==> config.mk <==
export PLATFORM = sky130hd
export DESIGN_NAME = rbw_ctrl
export DESIGN_NICKNAME = d
export VERILOG_FILES = /design/src/rtl/core/rbw_pkg.sv /design/src/rtl/core/rbw_ctrl.sv
export SDC_FILE = /design/constraint.sdc
export NUM_CORES = 1
export LEC_CHECK = 0
export BUFFER_PORTS_ARGS = -buffer_cell sky130_fd_sc_hd__clkbuf_2
export CAP_MARGIN = 20
export CELL_PAD_IN_SITES_DETAIL_PLACEMENT = 0
export CELL_PAD_IN_SITES_GLOBAL_PLACEMENT = 1
export CORE_AREA = 5 5 42 44
export CTS_CLUSTER_DIAMETER = 50
export CTS_CLUSTER_SIZE = 25
export DETAILED_ROUTE_END_ITERATION = 10
export DIE_AREA = 0 0 47 49
export MAX_ROUTING_LAYER = met4
export PLACE_DENSITY_LB_ADDON = 0.25
export SYNTH_ARGS = -nofsm -noshare
export SYNTH_HDL_FRONTEND = slang
export SYNTH_SLANG_ARGS = --single-unit
==> constraint.sdc <==
create_clock -name clock -period 2.56 [get_ports clock]
set_input_delay 0 -clock clock [delete_from_list [all_inputs] [get_ports clock]]
set_output_delay 0 -clock clock [all_outputs]
set_load 0.01 [all_outputs]
==> src/rtl/core/rbw_pkg.sv <==
package rbw_pkg;

   localparam int SAMPLE_W = 24;
   localparam int MAX_WINDOW = 64;
   localparam int SLOT_W = $clog2(MAX_WINDOW);
   localparam int WLEN_W = 7;
   localparam int PAIR_W = 2 * SAMPLE_W;
   localparam int SUM_W = 31;
   localparam int CROSS_W = 54;
   localparam int SQ_W = 53;
   localparam int MUL_W = 31;
   localparam int PROD_W = 2 * MUL_W;
   localparam int BETA_W = 32;
   localparam int FRAC_SHIFT = 16;
   localparam int QCNT_W = 5;
   localparam logic [WLEN_W-1:0] WLEN_RESET = 7'd20;
   localparam logic [WLEN_W-1:0] WLEN_MIN = 7'd2;
   localparam logic [WLEN_W-1:0] WLEN_MAX = 7'(MAX_WINDOW);
   localparam logic [BETA_W-1:0] BETA_POS_MAX = 32'h7FFF_FFFF;
   localparam logic [BETA_W-1:0] BETA_NEG_MAX = 32'h8000_0000;

   typedef enum logic [3:0] {
      OP_NONE, OP_ACCEPT, OP_READ, OP_MUL_TB, OP_MUL_BB, OP_MUL_OTB, OP_MUL_OBB,
      OP_UPDATE, OP_MUL_SS, OP_NUM, OP_DEN, OP_ABS, OP_INIT, OP_DIV, OP_FINISH
   } op_type;

   typedef enum logic [3:0] {
      ST_IDLE, ST_READ, ST_MUL_TB, ST_MUL_BB, ST_MUL_OTB, ST_MUL_OBB, ST_UPDATE,
      ST_MUL_SS, ST_NUM, ST_DEN, ST_ABS, ST_INIT, ST_DIV, ST_FINISH
   } state_type;

   typedef struct packed {
      logic full;
      logic den_zero;
      logic early_sat;
      logic div_last;
      logic out_busy;
   } status_type;

endpackage

==> src/rtl/core/rbw_ctrl.sv <==
module rbw_ctrl import rbw_pkg::*; (
   input  logic       clock,
   input  logic       reset,
   input  logic       req_tvalid,
   output logic       req_tready,
   input  status_type status,
   output op_type     op
);
   state_type state_ff, state_in;

   always_ff @(posedge clock) begin
      if (reset) begin
         state_ff <= ST_IDLE;
      end else begin
         state_ff <= state_in;
      end
   end

   always_comb begin
      state_in = state_ff;
      op = OP_NONE;
      req_tready = 1'b0;
      unique case (state_ff)
         ST_IDLE: begin
            req_tready = 1'b1;
            if (req_tvalid) begin
               op = OP_ACCEPT;
               state_in = ST_READ;
            end
         end
         ST_READ: begin
            op = OP_READ;
            state_in = ST_MUL_TB;
         end
         ST_MUL_TB: begin
            op = OP_MUL_TB;
            state_in = ST_MUL_BB;
         end
         ST_MUL_BB: begin
            op = OP_MUL_BB;
            state_in = ST_MUL_OTB;
         end
         ST_MUL_OTB: begin
            op = OP_MUL_OTB;
            state_in = ST_MUL_OBB;
         end
         ST_MUL_OBB: begin
            op = OP_MUL_OBB;
            state_in = ST_UPDATE;
         end
         ST_UPDATE: begin
            op = OP_UPDATE;
            state_in = ST_MUL_SS;
         end
         ST_MUL_SS: begin
            // window still filling: no result for this item
            if (status.full) begin
               op = OP_MUL_SS;
               state_in = ST_NUM;
            end else begin
               state_in = ST_IDLE;
            end
         end
         ST_NUM: begin
            op = OP_NUM;
            state_in = ST_DEN;
         end
         ST_DEN: begin
            op = OP_DEN;
            state_in = ST_ABS;
         end
         ST_ABS: begin
            op = OP_ABS;
            state_in = ST_INIT;
         end
         ST_INIT: begin
            op = OP_INIT;
            if (status.den_zero || status.early_sat) begin
               state_in = ST_FINISH;
            end else begin
               state_in = ST_DIV;
            end
         end
         ST_DIV: begin
            op = OP_DIV;
            if (status.div_last) begin
               state_in = ST_FINISH;
            end
         end
         ST_FINISH: begin
            if (!status.out_busy) begin
               op = OP_FINISH;
               state_in = ST_IDLE;
            end
         end
         default: begin
            state_in = ST_IDLE;
         end
      endcase
   end
endmodule

==> results.py, run 1 <==
metrics = {
    "route": {
        "drt_iter0_markers": 9,
        "via_per_inst": 5.45,
        "num_vias": 403,
        "wl_per_cell_um": 12.3,
        "antenna_left": 0,
        "drc": 0,
        "dr.pass1.iters": 4,
        "wl_um": 909,
    },
    "worst_setup_path": {
        "crit_required_ns": 2.71,
        "path_cells": "or4_1 -> a31o_1 -> a221oi_2",
        "critical-path-top-delay-family": "simple AND/OR/NAND/NOR gates",
        "crit_path_end_kind": "register",
        "path_buf_inv": 0,
        "crit_path_max_fanout": 17,
        "slowest_delay_ns": 0.57,
        "start_kind": "register",
        "crit_type": "reg -> reg",
        "cp_slowest_cell": "or4_1",
        "critical_path_arrival_ns": 1.70,
    },
    "synthesis": {
        "syn_nets": 55,
        "syn_inst": 47,
        "ys_seq_area_share_pct": 22.6,
        "avgSynthCellArea_um2": 7.53,
        "netlist_area_um2": 354,
        "yosys_warnings": 0,
        "synth-main-ff-cell": "dfxtp_1",
        "async_flop_share_pct": 0,
        "ys_types": 28,
        "synth_edf_count": 0,
        "ys_seq_elements": 4,
    },
    "timing": {
        "period_needed_ns": 1.55,
        "totalNegativeSetupSlack_ns": 0,
        "finalSetupViolCount": 0,
        "timing.final.crit_share_pct": 60.5,
        "fmax_mhz": 646,
        "finalMaxSlewViolations": 0,
        "grt_setup_unrepaired": "false",
        "tightest_slew_ns": 0.523,
        "clock_skew_ns": 0.000599,
        "hold_violations": 0,
        "setup_slack_ns": 1.01,
        "fin_hold_ws_ns": 0.105,
        "slew_headroom_pct": 65.1,
    },
    "floorplanning": {
        "ios": 13,
        "rows": 14,
        "dieArea_um2": 2300,
        "chipHeight_um": 49,
        "die_w_um": 47,
        "initial_core_util_pct": 25.3,
        "core_um2": 1400,
    },
    "grt": {
        "grt_util_all_layers_pct": 9.96,
        "grt_max_degree": 18,
        "grt-ovfl-total": 0,
        "antenna_found_initial": 0,
        "grt_pass1_wl_um": 1660,
        "grt_pass1_vias": 365,
    },
    "hold_path": {
        "min_path_type": "in -> reg",
    },
    "clock_tree": {
        "cts_buffers": 3,
        "path_clk_slew_ns": 0.04,
        "h-tree-depth": 1,
        "cts_setup_buffers": 0,
        "cts_root_buffer": "clkbuf_4",
        "cts_buffer_depth": 2,
        "tritoncts": "done",
        "post_cts.resized_instances": 0,
        "clock_latency_ns": 0.23,
        "clock_sinks": 4,
        "holdBufCountCts": 1,
    },
    "finish": {
        "largest_reg_flops": 4,
        "drive_gt1_share_pct": 27.6,
        "largest-register": "state_ff",
        "layout_common_cells": "clkbuf_2 (12), nand2_1 (5), dfxtp_1 (4)",
        "antenna_cells": 0,
        "seq_area_um2": 80.1,
        "syn2layout_area_growth_pct": 24.4,
        "top_regs": "state_ff x4",
        "fill_cells": 177,
        "stdcell_area_um2": 440,
        "nets": 68,
        "final_common_cell": "clkbuf_2",
        "multi_input_area_um2": 240,
    },
    "power": {
        "ir_worst_vdd_v": 0.000289,
        "power.density_nw_per_um2": 681,
        "p_leak_nw": 0.173,
        "power_uw": 300,
    },
    "placement": {
        "gp_congestion": 0.665,
        "place_ws_ns": 1.02,
        "io_buffers": 12,
        "hpwl_um": 647,
        "post_dp_cell_area_um2": 408,
    },
    "flow_run": {
        "maxCapViolCount": 0,
    },
    "status": {
        "status": "finished, final reports clean",
    },
}
-- cell type report --
cell class / instances / area share, %
clock buffer: 3 / 5.11
inverter: 2 / 1.70
multi-input combinational: 36 / 54.5
sequential: 4 / 18.2
tap: 16 / 4.55
timing repair buffer: 13 / 15.9
-- path summary, 6_finish.rpt --
check / from / to / slack, ns / depth (start not counted)
worst max-delay path: state_ff[0]$_SDFFE_PP0P_ / state_ff[3]$_SDFFE_PP0P_ / 1.01 / 3
worst min-delay path: status[0] / state_ff[0]$_SDFFE_PP0P_ / 0.11 / 3
worst max register to register: state_ff[0]$_SDFFE_PP0P_ / state_ff[3]$_SDFFE_PP0P_ / 1.01 / 3
worst min register to register: state_ff[2]$_SDFFE_PP0P_ / state_ff[0]$_SDFFE_PP0P_ / 0.71 / 2
-- stage by stage --
step / cells / util, %
after detailed placement: 70 / 29.1
after floorplan: 47 / -
final: 74 / 31.4
after global routing: 74 / 31.4
after CTS: 74 / 31.4
after global placement: 70 / 29.1
-- power breakdown --
part | switching, mW | internal [mW]
Sequential | 0.0427 | 0.0735
Combinational | 0.0516 | 0.0560
Clock | 0.0239 | 0.0523
Total | 0.118 | 0.182
-- worst reg2reg max path: stages, from the launching register on --
cell and delay (ns):
dfxtp_1 0.46, or4_1 0.58, a31o_1 0.21, a221oi_2 0.21
-- cells in the mapped netlist (2+ instances only) --
cell      instances  share of area [%]
inv_1             2                2.1
nand3b_1          2                4.2
clkbuf_1          4                4.2
nand2_1           5                5.3
nor2_1            2                2.1
a211oi_1          2                4.2
o21ai_0           3                4.2
o21ai_1           2                2.8
dfxtp_1           4                 23
nor4_1            2                3.5
a21oi_1           2                2.8
-- layer usage --
metal / GRT usage [%] / share of wire (%) / vias to the layer above
li1: - / - / 203
met1: 14.0 / 42 / 188
met2: 12.7 / 51 / 12
met3: 3.32 / 6.7 / 0
met4: 4.15 / 0 / 0
met5: - / 0 / -
-- cells by family after synthesis --
kind of cell | Yosys count | synth area share, %
compound gates | 19 | 38.9
xor+xnor | 1 | 2.47
flops | 4 | 22.6
buf+inv | 7 | 9.54
simple gates | 16 | 26.5
Power figures use the tool's default switching activity.
==> run 2: changes to the inputs <==
==> constraint.sdc (replaced) <==
create_clock -name clock -period 1.4 [get_ports clock]
set_input_delay 0 -clock clock [delete_from_list [all_inputs] [get_ports clock]]
set_output_delay 0 -clock clock [all_outputs]
set_load 0.01 [all_outputs]
==> results.py, run 2 (same netlist as run 1, synthesis figures left out) <==
metrics = {
    "status": {
        "status": "finished, final reports clean",
    },
    "floorplanning": {
        "die_w_um": 47,
        "chipHeight_um": 49,
        "dieArea_um2": 2300,
        "core_um2": 1400,
        "initial_core_util_pct": 25.3,
        "rows": 14,
        "ios": 13,
    },
    "clock_tree": {
        "clock_latency_ns": 0.23,
        "clock_sinks": 4,
        "tritoncts": "done",
        "cts_buffers": 3,
        "cts_buffer_depth": 2,
        "h-tree-depth": 1,
        "cts_root_buffer": "clkbuf_4",
        "path_clk_slew_ns": 0.04,
    },
    "grt": {
        "grt-ovfl-total": 0,
        "grt_pass1_wl_um": 1830,
        "grt_max_degree": 17,
        "grt_util_all_layers_pct": 10.8,
        "grt_pass1_vias": 410,
        "antenna_found_initial": 0,
    },
    "placement": {
        "io_buffers": 12,
        "dpl.cell_count": 76,
        "post_dp_cell_area_um2": 453,
        "gp_congestion": 0.711,
        "place_ws_ns": 0.0723,
        "hpwl_um": 721,
    },
    "timing": {
        "tightest_slew_ns": 0.232,
        "slew_headroom_pct": 84.4,
        "fmax_mhz": 757,
        "grt_setup_unrepaired": "false",
        "setup_slack_ns": 0.0796,
        "finalMaxSlewViolations": 0,
        "totalNegativeSetupSlack_ns": 0,
        "finalSetupViolCount": 0,
        "timing.final.crit_share_pct": 94.3,
        "period_needed_ns": 1.32,
        "hold_violations": 0,
        "clock_skew_ns": 0.00465,
    },
    "finish": {
        "largest_reg_flops": 4,
        "antenna_cells": 0,
        "syn2layout_area_growth_pct": 55.8,
        "top_regs": "state_ff x4",
        "fin_util_pct": 39.4,
        "fill_cells": 157,
        "largest-register": "state_ff",
        "stdcell_area_um2": 552,
        "nets": 78,
        "final_common_cell": "clkbuf_2",
        "drive_gt1_share_pct": 42.6,
        "layout_common_cells": "clkbuf_2 (11), buf_4 (7), nand2_1 (5)",
        "final-instance-count-excl-fill": 84,
    },
    "route": {
        "drt_iter0_markers": 10,
        "dr.pass1.iters": 4,
        "via_per_inst": 5.08,
        "antenna_left": 0,
        "wl_um": 1030,
        "wl_per_cell_um": 12.2,
        "drc": 0,
        "num_vias": 427,
    },
    "power": {
        "ir_worst_vdd_v": 0.000411,
        "p_leak_nw": 0.233,
        "power.density_nw_per_um2": 1170,
    },
    "worst_setup_path": {
        "critical_path_arrival_ns": 1.47,
        "crit_required_ns": 1.55,
        "reg2reg_to": "state_ff[3]$_SDFFE_PP0P_",
        "r2r_start": "state_ff[0]$_SDFFE_PP0P_",
        "worstRegToRegCells": 3,
        "crit_type": "reg -> reg",
        "start_kind": "register",
        "crit_path_end_kind": "register",
        "crit_path_max_fanout": 2,
        "rrSetupSlack_ns": 0.08,
    },
    "hold_path": {
        "hold_depth": 3,
        "min_path_type": "in -> reg",
        "hold-path-endpoint": "state_ff[0]$_SDFFE_PP0P_",
        "min_from": "status[0]",
    },
    "flow_run": {
        "maxCapViolCount": 0,
    },
}
[run 2: metrics by stage]
stage	total power, mW	hold WS, ns
2_1_floorplan	0.349	0.0662
3_3_place_gp	0.456	0.237
3_5_place_dp	0.455	0.234
4_1_cts	0.606	0.108
5_1_grt	0.707	0.145
6_report	0.643	0.119
[run 2: metal layers]
layer  GRT usage, %  share of wire, %  up-vias
li1               -                 -      227
met1           16.0                47      194
met2           13.3                49        6
met3           2.21               3.8        0
met4           5.53                 0        0
met5              -                 0        -
[run 2: critical path, cell delays in order, from the launching register on]
cell and delay, ns:
dfxtp_1 0.29, or4_1 0.51, a31o_1 0.21, a221oi_2 0.22
[run 2: layout make-up]
type                       instances  area (um2)  area share, %
clock buffer                       3        22.5           4.08
inverter                           2        7.51           1.36
multi-input combinational         36         253           45.8
sequential                         4        83.8           15.2
tap                               16        20.0           3.63
timing repair buffer              23         165           29.9
[run 2: worst max-delay path by stage]
stage                                     to                      from  cells after the start  slack (ns)
detailed placement  state_ff[3]$_SDFFE_PP0P_  state_ff[0]$_SDFFE_PP0P_                      3        0.07
global placement    state_ff[3]$_SDFFE_PP0P_  state_ff[0]$_SDFFE_PP0P_                      3         0.1
CTS                                    op[0]  state_ff[3]$_SDFFE_PP0P_                      5       0.009
floorplan           state_ff[3]$_SDFFE_PP0P_  state_ff[0]$_SDFFE_PP0P_                      4      0.0005
global route                           op[0]  state_ff[2]$_SDFFE_PP0P_                      5       0.004
finish              state_ff[3]$_SDFFE_PP0P_  state_ff[0]$_SDFFE_PP0P_                      3        0.08
[run 2: timing repair]
action | in CTS | in global routing
hold buffers | 1 | 0
resized for setup | 1 | 6
setup endpoints to repair | 2 | 1
setup buffers | 0 | 4
hold endpoints to repair | 2 | 0
[run 2: power by group]
group / internal (mW) / switching, mW
Sequential: 0.138 / 0.0281
Combinational: 0.171 / 0.167
Clock: 0.0956 / 0.0430
==> run 3: changes to the inputs <==
==> constraint.sdc (replaced) <==
create_clock -name clock -period 1.4 [get_ports clock]
set_input_delay 0.14 -clock clock [delete_from_list [all_inputs] [get_ports clock]]
set_output_delay 0.14 -clock clock [all_outputs]
set_load 0.01 [all_outputs]
==> results.py, run 3 (same netlist as run 1, synthesis figures left out) <==
metrics = {
    "status": {
        "status": "finished, final reports clean",
    },
    "clock_tree": {
        "tritoncts": "done",
        "clock_sinks": 4,
        "cts_root_buffer": "clkbuf_4",
        "cts_buffers": 3,
        "cts_buffer_depth": 2,
        "h-tree-depth": 1,
        "path_clk_slew_ns": 0.04,
        "clock_latency_ns": 0.23,
    },
    "timing": {
        "fin_hold_ws_ns": 0.134,
        "tightest_slew_ns": 0.265,
        "totalNegativeSetupSlack_ns": 0,
        "period_needed_ns": 1.40,
        "timing.final.crit_share_pct": 99.7,
        "finalMaxSlewViolations": 0,
        "hold_violations": 0,
        "fmax_mhz": 717,
        "slew_headroom_pct": 82.2,
        "finalSetupViolCount": 0,
        "clock_skew_ns": 0.00292,
        "grt_setup_unrepaired": "true",
        "setup_slack_ns": 0.00479,
    },
    "floorplanning": {
        "rows": 14,
        "initial_core_util_pct": 25.3,
        "ios": 13,
        "die_w_um": 47,
        "dieArea_um2": 2300,
        "core_um2": 1400,
        "chipHeight_um": 49,
    },
    "finish": {
        "syn2layout_area_growth_pct": 77.7,
        "top_regs": "state_ff x4",
        "largest-register": "state_ff",
        "antenna_cells": 0,
        "drive_gt1_share_pct": 56.8,
        "layout_common_cells": "buf_4 (11), clkbuf_2 (7), buf_6 (6)",
        "multi_input_area_um2": 280,
        "fin_util_pct": 44.9,
        "final-instance-count-excl-fill": 90,
        "nets": 84,
        "largest_reg_flops": 4,
        "fill_cells": 145,
        "final_common_cell": "buf_4",
        "stdcell_area_um2": 629,
        "seq_area_um2": 88.8,
    },
    "grt": {
        "grt-ovfl-total": 0,
        "grt_pass1_wl_um": 1970,
        "grt_pass1_vias": 469,
        "antenna_found_initial": 0,
        "grt_util_all_layers_pct": 12.0,
        "grt_max_degree": 17,
    },
    "worst_setup_path": {
        "critical_path_arrival_ns": 1.26,
        "crit_path_end_kind": "primary output",
        "crit_type": "reg -> out",
        "crit_path_max_fanout": 12,
        "crit_required_ns": 1.26,
        "start_kind": "register",
    },
    "route": {
        "drt_iter0_markers": 5,
        "wl_per_cell_um": 14.0,
        "antenna_left": 0,
        "num_vias": 471,
        "dr.pass1.iters": 4,
        "via_per_inst": 5.23,
        "drc": 0,
        "wl_um": 1260,
    },
    "power": {
        "power_uw": 722,
        "ir_worst_vdd_v": 0.000381,
        "p_leak_nw": 0.282,
        "power.density_nw_per_um2": 1150,
    },
    "placement": {
        "hpwl_um": 680,
        "gp_congestion": 0.660,
        "io_buffers": 12,
        "dpl.cell_count": 76,
        "place_ws_ns": 0.0890,
        "post_dp_cell_area_um2": 453,
    },
    "hold_path": {
        "min_path_type": "in -> reg",
    },
    "flow_run": {
        "maxCapViolCount": 0,
    },
}
[run 3: power breakdown]
part	switching, mW	internal (mW)
clock	0.0472	0.0959
combinational	0.202	0.214
sequential	0.0246	0.138
[run 3: repair_timing]
item / 4_1_cts / 5_1_grt
pin swaps: 4 / 3
gates resized for setup: 10 / 15
setup endpoints to repair: 4 / 6
hold buffers: 0 / 0
gates cloned: 0 / 1
endpoints found under the hold margin: 0 / 0
setup buffers: 8 / 3
[run 3: area by class of cell]
| class | count | area share, % |
|---|---|---|
| clock buffers | 3 | 3.58 |
| well taps | 16 | 3.18 |
| inverters | 2 | 1.19 |
| repair buffers | 29 | 33.4 |
| multi-input cells | 36 | 44.5 |
| flip-flops and latches | 4 | 14.1 |
[run 3: worst paths after layout]
check,from,end,slack (ns),depth (start not counted)
worst max-delay path,state_ff[1]$_SDFFE_PP0P_,op[2],0.005,5
worst min-delay path,reset,state_ff[3]$_SDFFE_PP0P_,0.13,2
worst max register to register,state_ff[2]$_SDFFE_PP0P_,state_ff[3]$_SDFFE_PP0P_,0.05,3
worst min register to register,state_ff[1]$_SDFFE_PP0P_,state_ff[3]$_SDFFE_PP0P_,0.64,2
[run 3: worst max-delay path, cell delays in order (launching register included)]
cell and delay, ns:
dfxtp_4 0.36, buf_6 0.15, nand3b_1 0.16, a21oi_1 0.15
nor2_1 0.07, buf_2 0.14
[run 3: layer usage]
metal,vias up,part of all wire [%],GRT usage [%]
met5,-,0,-
met4,0,0,8.29
met3,0,4.9,4.06
met2,12,52,17.4
met1,222,43,13.4
li1,237,-,-
